===== src/rtl/bcfb_pkg.sv =====
// bcfb_pkg: types, constants and byte/crc helpers for the bias command frame builder
// no dependencies; imported by the front, queue, back and top level modules
package bcfb_pkg;

  localparam logic [7:0]  TRAILER      = 8'h4E;
  localparam logic [15:0] CRC_POLY     = 16'h1021;
  localparam logic [7:0]  REC_MARK     = 8'h08;
  localparam logic [7:0]  LEN_WORD     = 8'h02;
  localparam logic [7:0]  LEN_BYTE     = 8'h01;
  localparam logic [7:0]  TAG_ENABLE   = 8'h06;
  localparam logic [7:0]  TAG_LIMIT    = 8'h07;
  localparam int          NUM_RECORDS  = 6;
  localparam int          NUM_BIAS     = 4;

  // descriptor kinds
  localparam logic [1:0] KIND_HDR  = 2'd0;
  localparam logic [1:0] KIND_BIAS = 2'd1;
  localparam logic [1:0] KIND_BYTE = 2'd2;
  localparam logic [1:0] KIND_TAIL = 2'd3;

  // last byte index within each kind of segment
  localparam logic [3:0] LAST_HDR  = 4'd11;
  localparam logic [3:0] LAST_BIAS = 4'd4;
  localparam logic [3:0] LAST_BYTE = 4'd3;
  localparam logic [3:0] LAST_TAIL = 4'd2;

  typedef struct packed {
    logic [1:0]  kind;
    logic [7:0]  tag;
    logic [15:0] value;
  } seg_desc_t;

  typedef struct packed {
    logic full;
    logic empty;
  } queue_stat_t;

  function automatic logic [7:0] hdr_byte(input logic [3:0] idx);
    logic [7:0] b;
    case (idx)
      4'd0:    b = 8'h4E;
      4'd1:    b = 8'h01;
      4'd2:    b = 8'hFF;
      4'd3:    b = 8'hFF;
      4'd7:    b = 8'hFF;
      4'd10:   b = 8'hD2;
      4'd11:   b = 8'hFF;
      default: b = 8'h00;
    endcase
    return b;
  endfunction

  function automatic logic [3:0] last_index(input logic [1:0] kind);
    logic [3:0] n;
    unique case (kind)
      KIND_HDR:  n = LAST_HDR;
      KIND_BIAS: n = LAST_BIAS;
      KIND_BYTE: n = LAST_BYTE;
      default:   n = LAST_TAIL;
    endcase
    return n;
  endfunction

  // one byte of crc-16/xmodem, msb first
  function automatic logic [15:0] crc_byte(input logic [15:0] crc, input logic [7:0] b);
    logic [15:0] c;
    c = crc ^ {b, 8'h00};
    for (int i = 0; i < 8; i++) begin
      if (c[15]) c = {c[14:0], 1'b0} ^ CRC_POLY;
      else       c = {c[14:0], 1'b0};
    end
    return c;
  endfunction

endpackage


===== src/rtl/bcfb_front.sv =====
// bcfb_front: takes a request, latches it and, while the queue has room, issues one
// segment descriptor per cycle: header, enabled records, tail; depends on bcfb_pkg
module bcfb_front (
  input  logic                   clk,
  input  logic                   rst,
  input  logic                   accept,
  input  logic [5:0]             record_enable,
  input  logic [15:0]            gate_bias_1_pos,
  input  logic [15:0]            gate_bias_1_neg,
  input  logic [15:0]            gate_bias_2_pos,
  input  logic [15:0]            gate_bias_2_neg,
  input  logic [7:0]             amp_enable_value,
  input  logic [7:0]             over_temperature_limit,
  input  bcfb_pkg::queue_stat_t  q_stat,
  output logic                   push,
  output bcfb_pkg::seg_desc_t    push_desc,
  output logic                   active
);
  import bcfb_pkg::*;

  localparam logic PH_HDR = 1'b0;
  localparam logic PH_REC = 1'b1;

  logic        phase;
  logic [5:0]  mask;
  logic [15:0] bias [NUM_BIAS];
  logic [7:0]  amp_val;
  logic [7:0]  limit_val;

  logic [2:0]  sel;
  logic [5:0]  mask_next;

  // lowest pending record
  always_comb begin
    sel = 3'd0;
    for (int k = NUM_RECORDS - 1; k >= 0; k--) begin
      if (mask[k]) sel = 3'(k);
    end
    mask_next = mask & ~(6'd1 << sel);
  end

  always_comb begin
    push_desc = '0;
    unique case (phase)
      PH_HDR: push_desc.kind = KIND_HDR;
      PH_REC: begin
        if (mask == 6'd0) begin
          push_desc.kind = KIND_TAIL;
        end else if (sel == 3'd4) begin
          push_desc.kind  = KIND_BYTE;
          push_desc.tag   = TAG_ENABLE;
          push_desc.value = {8'h00, amp_val};
        end else if (sel == 3'd5) begin
          push_desc.kind  = KIND_BYTE;
          push_desc.tag   = TAG_LIMIT;
          push_desc.value = {8'h00, limit_val};
        end else begin
          push_desc.kind  = KIND_BIAS;
          push_desc.tag   = {6'd0, sel[1:0]};
          push_desc.value = bias[sel[1:0]];
        end
      end
      default: push_desc.kind = KIND_HDR;
    endcase
  end

  assign push = active && !q_stat.full;

  always_ff @(posedge clk) begin
    if (rst) begin
      active <= 1'b0;
      phase  <= PH_HDR;
      mask   <= '0;
    end else if (accept) begin
      active <= 1'b1;
      phase  <= PH_HDR;
      mask   <= record_enable;
    end else if (push) begin
      if (phase == PH_HDR) begin
        phase <= PH_REC;
      end else if (mask == 6'd0) begin
        active <= 1'b0;
      end else begin
        mask <= mask_next;
      end
    end
  end

  always_ff @(posedge clk) begin
    if (accept) begin
      bias[0]   <= gate_bias_1_pos;
      bias[1]   <= gate_bias_1_neg;
      bias[2]   <= gate_bias_2_pos;
      bias[3]   <= gate_bias_2_neg;
      amp_val   <= amp_enable_value;
      limit_val <= over_temperature_limit;
    end
  end

endmodule


===== src/rtl/bcfb_queue.sv =====
// bcfb_queue: short fifo of segment descriptors between front and back
// depends on bcfb_pkg
module bcfb_queue #(
  parameter int DEPTH = 4
) (
  input  logic                   clk,
  input  logic                   rst,
  input  logic                   push,
  input  bcfb_pkg::seg_desc_t    push_desc,
  input  logic                   pop,
  output bcfb_pkg::seg_desc_t    head,
  output bcfb_pkg::queue_stat_t  stat
);
  import bcfb_pkg::*;

  localparam int PTR_W = $clog2(DEPTH);
  localparam int CNT_W = $clog2(DEPTH + 1);

  seg_desc_t         entries [DEPTH];
  logic [PTR_W-1:0]  wr_ptr;
  logic [PTR_W-1:0]  rd_ptr;
  logic [CNT_W-1:0]  count;

  assign stat.full  = (count == CNT_W'(DEPTH));
  assign stat.empty = (count == '0);
  assign head       = entries[rd_ptr];

  always_ff @(posedge clk) begin
    if (push) entries[wr_ptr] <= push_desc;
  end

  always_ff @(posedge clk) begin
    if (rst) begin
      wr_ptr <= '0;
      rd_ptr <= '0;
      count  <= '0;
    end else begin
      if (push) wr_ptr <= (wr_ptr == PTR_W'(DEPTH - 1)) ? '0 : wr_ptr + 1'b1;
      if (pop)  rd_ptr <= (rd_ptr == PTR_W'(DEPTH - 1)) ? '0 : rd_ptr + 1'b1;
      if (push && !pop)      count <= count + 1'b1;
      else if (pop && !push) count <= count - 1'b1;
    end
  end

  a_no_overflow: assert property (@(posedge clk) disable iff (rst)
    stat.full |-> !push)
    else $error("descriptor pushed into a full queue");

  a_no_underflow: assert property (@(posedge clk) disable iff (rst)
    stat.empty |-> !pop)
    else $error("descriptor popped from an empty queue");

  a_count_bound: assert property (@(posedge clk) disable iff (rst)
    count <= CNT_W'(DEPTH))
    else $error("queue fill count beyond depth");

endmodule


===== src/rtl/bcfb_back.sv =====
// bcfb_back: expands descriptors into frame bytes, one per cycle while the queue supplies
// descriptors, and keeps the running crc; depends on bcfb_pkg
module bcfb_back (
  input  logic                   clk,
  input  logic                   rst,
  input  bcfb_pkg::seg_desc_t    head,
  input  bcfb_pkg::queue_stat_t  q_stat,
  output logic                   pop,
  output logic                   active,
  output logic                   strobe,
  output logic [7:0]             frame_byte,
  output logic                   last_byte
);
  import bcfb_pkg::*;

  seg_desc_t   cur;
  logic [3:0]  idx;
  logic [15:0] crc;
  logic [7:0]  byte_now;
  logic        at_last;

  always_comb begin
    byte_now = 8'h00;
    unique case (cur.kind)
      KIND_HDR: byte_now = hdr_byte(idx);
      KIND_BIAS: begin
        case (idx)
          4'd0:    byte_now = cur.tag;
          4'd1:    byte_now = REC_MARK;
          4'd2:    byte_now = LEN_WORD;
          4'd3:    byte_now = cur.value[7:0];
          default: byte_now = cur.value[15:8];
        endcase
      end
      KIND_BYTE: begin
        case (idx)
          4'd0:    byte_now = cur.tag;
          4'd1:    byte_now = REC_MARK;
          4'd2:    byte_now = LEN_BYTE;
          default: byte_now = cur.value[7:0];
        endcase
      end
      default: begin
        case (idx)
          4'd0:    byte_now = crc[7:0];
          4'd1:    byte_now = crc[15:8];
          default: byte_now = TRAILER;
        endcase
      end
    endcase
  end

  assign at_last = (idx == last_index(cur.kind));
  assign pop     = !q_stat.empty && (!active || at_last);

  always_ff @(posedge clk) begin
    if (rst) begin
      active <= 1'b0;
      strobe <= 1'b0;
    end else begin
      strobe <= active;
      if (pop)          active <= 1'b1;
      else if (at_last) active <= 1'b0;
    end
  end

  always_ff @(posedge clk) begin
    if (pop) begin
      cur <= head;
      idx <= '0;
    end else if (active) begin
      idx <= idx + 1'b1;
    end
    if (active) begin
      frame_byte <= byte_now;
      last_byte  <= (cur.kind == KIND_TAIL) && at_last;
      // the opening 0x4E is left out of the crc, the tail bytes are not covered
      if (cur.kind == KIND_HDR && idx == 4'd0) crc <= '0;
      else if (cur.kind != KIND_TAIL)          crc <= crc_byte(crc, byte_now);
    end
  end

endmodule


===== src/rtl/bias_command_frame_builder.sv =====
// bias_command_frame_builder: top level joining front, descriptor queue and back
// depends on bcfb_pkg, bcfb_front, bcfb_queue and bcfb_back
//
// A request is taken when start is high and busy is low. The frame follows as 15 to 43
// beats, one per cycle with no gaps, each shown for one cycle with strobe high; the receiver
// cannot stall, so every beat must be taken as it comes. The first beat appears once the
// request has passed the front, the descriptor queue and the back end's output registers,
// and busy drops as the trailer (last_byte) goes out, so the next request can be taken
// once the previous frame's trailer is out; the rate is set by the byte-per-cycle back end.
// Nothing is kept from one request to the next.
module bias_command_frame_builder #(
  parameter int QUEUE_DEPTH = 4
) (
  input  logic        clk,
  input  logic        rst,
  input  logic        start,
  output logic        busy,
  input  logic [5:0]  record_enable,
  input  logic [15:0] gate_bias_1_pos,
  input  logic [15:0] gate_bias_1_neg,
  input  logic [15:0] gate_bias_2_pos,
  input  logic [15:0] gate_bias_2_neg,
  input  logic [7:0]  amp_enable_value,
  input  logic [7:0]  over_temperature_limit,
  output logic        strobe,
  output logic [7:0]  frame_byte,
  output logic        last_byte
);
  import bcfb_pkg::*;

  logic        accept;
  logic        push;
  logic        pop;
  logic        front_active;
  logic        back_active;
  seg_desc_t   push_desc;
  seg_desc_t   head;
  queue_stat_t q_stat;

  assign busy   = front_active || !q_stat.empty || back_active;
  assign accept = start && !busy;

  bcfb_front u_front (
    .clk                    (clk),
    .rst                    (rst),
    .accept                 (accept),
    .record_enable          (record_enable),
    .gate_bias_1_pos        (gate_bias_1_pos),
    .gate_bias_1_neg        (gate_bias_1_neg),
    .gate_bias_2_pos        (gate_bias_2_pos),
    .gate_bias_2_neg        (gate_bias_2_neg),
    .amp_enable_value       (amp_enable_value),
    .over_temperature_limit (over_temperature_limit),
    .q_stat                 (q_stat),
    .push                   (push),
    .push_desc              (push_desc),
    .active                 (front_active)
  );

  bcfb_queue #(
    .DEPTH (QUEUE_DEPTH)
  ) u_queue (
    .clk       (clk),
    .rst       (rst),
    .push      (push),
    .push_desc (push_desc),
    .pop       (pop),
    .head      (head),
    .stat      (q_stat)
  );

  bcfb_back u_back (
    .clk        (clk),
    .rst        (rst),
    .head       (head),
    .q_stat     (q_stat),
    .pop        (pop),
    .active     (back_active),
    .strobe     (strobe),
    .frame_byte (frame_byte),
    .last_byte  (last_byte)
  );

  a_gap_after_trailer: assert property (@(posedge clk) disable iff (rst)
    strobe && last_byte |=> !strobe)
    else $error("beat straight after the trailer");

  a_busy_mid_frame: assert property (@(posedge clk) disable iff (rst)
    strobe && !last_byte |-> busy)
    else $error("block idle while a frame is still going out");

  a_no_beat_after_accept: assert property (@(posedge clk) disable iff (rst)
    accept |=> !strobe)
    else $error("beat right after a request was taken");

endmodule

===== config.mk =====
export PLATFORM = sky130hd
export DESIGN_NAME = bias_command_frame_builder
export DESIGN_NICKNAME = d
export VERILOG_FILES = /design/src/rtl/bcfb_pkg.sv /design/src/rtl/bcfb_front.sv /design/src/rtl/bcfb_queue.sv /design/src/rtl/bcfb_back.sv /design/src/rtl/bias_command_frame_builder.sv
export SDC_FILE = /design/constraint.sdc
export NUM_CORES = 1
export LEC_CHECK = 0
export ABC_AREA = 1
export BUFFER_PORTS_ARGS = -buffer_cell sky130_fd_sc_hd__buf_2
export CAP_MARGIN = 20
export CORE_MARGIN = 2
export CORE_UTILIZATION = 51
export DETAILED_ROUTE_END_ITERATION = 8
export PLACE_DENSITY = 0.8
export SLEW_MARGIN = 40
export SYNTH_ARGS = -nofsm -noshare
export SYNTH_HDL_FRONTEND = slang
export SYNTH_SLANG_ARGS = --single-unit

===== constraint.sdc =====
create_clock -name clk -period 7.8 [get_ports clk]
set_input_delay 0 -clock clk [delete_from_list [all_inputs] [get_ports clk]]
set_output_delay 0 -clock clk [all_outputs]
set_load 0.005 [all_outputs]

==> metrics <==
outcome=completed; Initial DRC Count=~760; Clk pin slew, worst setup/hold paths=approximately 0.07 ns; Leak=between 4 and 5 nW; sequential area share after synthesis=67.5%; Synth area leader=edfxtp_1; async set-reset flop share out of synthesis=0%; Int Pwr=2.96 mW; final core occ=approximately 64%; crit path DAT=3.84 ns; CTS max path bufs=3; Min-Delay Path Class=input pin to register; Layout Nets=about 1200; fillcell total=1317; largest cells by area after synthesis=edfxtp_1 63%, nand2_1 4.3%, dfxtp_1 4.2%, nor2_1 3.6%, nand3_1 3.5%; H-tree depth=1; Sinks on Clock Net=231; clk_lat worst skew=about 0.54 ns; Power Dens Cells=approximately 390 nW/um^2; Slew HR=a little under half; area share of the largest cell type after synthesis=between 60% and 70%; Final period util=between 40 and 50%; Initial Util=51.6%; RR Endpoint=u_front.mask[5]$_SDFFE_PP0P_; CP endpoint=u_front.mask[5]$_SDFFE_PP0P_; Fin. Hold Viols=0; Slew Limit Fails=0; net switching power=roughly 1.9 mW; Post-synth EDFFs=210; critical path's slowest cell=nor2_2; drt total wl=24900 um; Worst-Margin Slew=~0.8 ns; distinct cell type count after synthesis=42; Synth Flop Type=edfxtp_1; min Tclk post-route=between 3 and 4 ns; Final Non-Filler Cells=about 1300; Synth warnings=0; via-per-instance ratio=between 5 and 6; Mapped Cells=866; CP cell instances=inv_1 -> nor2_1 -> o21bai_1 -> a21oi_1 -> inv_1 -> nor2_2 -> nand2_1 -> o211ai_1 -> a21oi_1 -> dlygate4sd3_1; gpl congestion=0.892; Post-Route Setup TNS=0 ns; CP max FO=18; Seq cells post-synth=between 200 and 250; Crit. End Element=register; Die Y=144 um; Post-Place Cells=roughly 1200; Reg2Reg Setup Slack=approximately 4.4 ns; gr usage total=between 20 and 25%; Clk pwr share=22.2%; combinational power share=a little under two fifths; TritonCTS Buffers=24; vias in the first global route=between 7000 and 8000; # DRC=0; Worst Setup Start Kind=register; Root Driver=clkbuf_16; Max Freq=just under 300 MHz; Ports=100; reg2reg path depth=10; setup repair after global routing missed its margin=no; Synth-to-Final Area Change=24.0%; Max Cap Viol=0; fraction of layout cells with a size suffix above 1=roughly a fifth; Worst Setup SP=u_front.mask[5]$_SDFFE_PP0P_; Overflow after GRT=0; Mapped Nets=966; Die Span X=~140 um; largest net degree at the start of global routing=81; HPWL Detailed=roughly 13000 um; Clock Skews=~0.023 ns; count of final setup violators=0; CP required=between 8 and 9 ns; DR vias=around 7600; IO Port Bufs=between 90 and 100; synthesized cell area=around 10000 um^2; DR WL/cell=around 19 um; max incr delay on CP=around 0.65 ns; # rows=51; CTS tree=built; Worst Path Class, Setup=register to register; Post CTS Setup Buffer Count=0; VDD IR-drop max=0.000232 V; Seq pwr share=40.1%; ANT cells=0; Mapped Avg Cell Area=around 12 um^2; Detail Route Antenna Nets=0; Core ar.=about 19000 um^2; first-pass GRT wire length=a little under 40000 um; drt pass-1 iters=5; die area=20700 um^2; initial antenna violation count=0; switching portion of total power=39.3%; worst r2r src=u_front.mask[5]$_SDFFE_PP0P_
-- cells in the mapped netlist (3+ instances only) --
master and count:
edfxtp_1 210, nand2_1 115, nor2_1 95, inv_1 71, nand3_1 70, o21ai_0 70, o22ai_1 37, a21oi_1 35
dfxtp_1 21, nand2_2 20, clkbuf_1 16, ha_1 10, nand3_2 9, a22oi_1 8, a31oi_1 8, inv_2 7
nand4_1 7, nor3_1 6, nor2_4 5, o211ai_1 4, xor2_1 4, buf_2 3, buf_6 3, nand4_2 3
nor2_2 3, o31ai_1 3
-- sequential cells by signal, indices dropped and copies added, names as in the netlist, 2 cells and up --
signal / cells
u_queue.wr_ptr: 2
u_queue.entries: 84
u_queue.count: 3
u_back.frame_byte: 8
u_front.bias: 64
u_back.cur: 21
u_front.mask: 6
u_queue.rd_ptr: 2
u_back.idx: 4
u_front.limit_val: 8
u_back.crc: 16
u_front.amp_val: 8
-- worst max-delay path: cells and delay by family, from the launching register on --
family                 cells  cell delay (ns)
and+or+nand+nor            3             1.16
buffers and inverters      3             0.94
AOI/OAI and AO/OA          4             0.83
DFF                        1             0.40
-- area by class of cell --
class | count | area [um^2] | share of cell area, %
sequential | 231 | 6730 | 54.4
clock buffer | 27 | 632 | 5.11
clock inverter | 15 | 110 | 0.890
tap | 265 | 332 | 2.68
timing repair buffer | 196 | 1450 | 11.7
inverter | 80 | 300 | 2.43
multi-input combinational | 530 | 2820 | 22.8
-- metrics by stage --
step / total power [mW] / instance area [um^2] / setup slack (ns) / hold slack (ns)
3_3_place_gp: 3.63 / 10700 / 5.13 / 0.177
5_1_grt: 5.16 / 12400 / 4.23 / 0.0927
2_1_floorplan: 3.24 / 9970 / 4.83 / 0.0691
4_1_cts: 4.79 / 12400 / 4.73 / 0.00413
3_5_place_dp: 3.69 / 10700 / 5.00 / 0.178
6_report: 4.87 / 12400 / 4.38 / 0.0448
-- worst min path at each step --
stage	slack (ns)	startpoint	cells after the start	to
after global routing	0.09	start	3	u_front.mask[2]$_SDFFE_PP0P_
after floorplan	0.07	rst	1	u_back.active$_SDFFE_PP0P_
after detailed placement	0.18	gate_bias_1_neg[1]	1	u_front.bias[1][1]$_DFFE_PP_
after global placement	0.18	gate_bias_2_neg[6]	1	u_front.bias[3][6]$_DFFE_PP_
final	0.04	start	3	u_front.mask[2]$_SDFFE_PP0P_
after CTS	0.004	start	3	u_front.mask[1]$_SDFFE_PP0P_
-- placed cells by master, fill, tap and decap left out, drive strengths merged --
cell type	count
edfxtp	210
nand2	137
buf	108
nor2	103
dlygate4sd3	88
nand3	79
inv	78
o21ai	73
o22ai	37
a21oi	37
clkbuf	27
dfxtp	21
clkinv	15
nand4	11
ha	10
a22oi	8
a31oi	8
nor3	7
xor2	4
o211ai	4
o31ai	3
o21bai	2
a211oi	2
clkinvlp	2
o221ai	2
nand3b	1
o21a	1
fa	1
-- kinds of logic after synthesis --
group | count (synthesis) | share of synthesized area (%)
AO/OA/AOI/OAI | 177 | 10.4
adder cells (fa/ha/maj) | 11 | 1.46
AND/OR/NAND/NOR | 338 | 16.1
buffers and inverters | 105 | 4.26
flip-flops | 231 | 67.5
XOR/XNOR | 4 | 0.351
-- power by group through the flow --
| stage | clock (mW) | sequential, mW | combinational [mW] |
|---|---|---|---|
| after floorplan | 0 | 1.92 | 1.32 |
| after global routing | 1.14 | 1.97 | 2.05 |
| after detailed placement | 0 | 1.96 | 1.73 |
| after global placement | 0 | 1.95 | 1.68 |
| final | 1.08 | 1.95 | 1.84 |
| after CTS | 1.07 | 1.94 | 1.79 |
-- layer usage --
| metal | GRT usage, % | wire (um) | vias to the layer above |
|---|---|---|---|
| met5 | 0 | 0 | - |
| met4 | 10.0 | 1070 | 0 |
| met3 | 4.90 | 2140 | 97 |
| met2 | 42.1 | 12100 | 472 |
| met1 | 30.9 | 9620 | 3515 |
| li1 | - | - | 3484 |
-- what timing repair did --
action                    CTS  global route
hold endpoints to repair   91             0
gates resized for setup     0             0
hold buffers               88             0
Note: power is estimated with default switching activity, not from simulation.
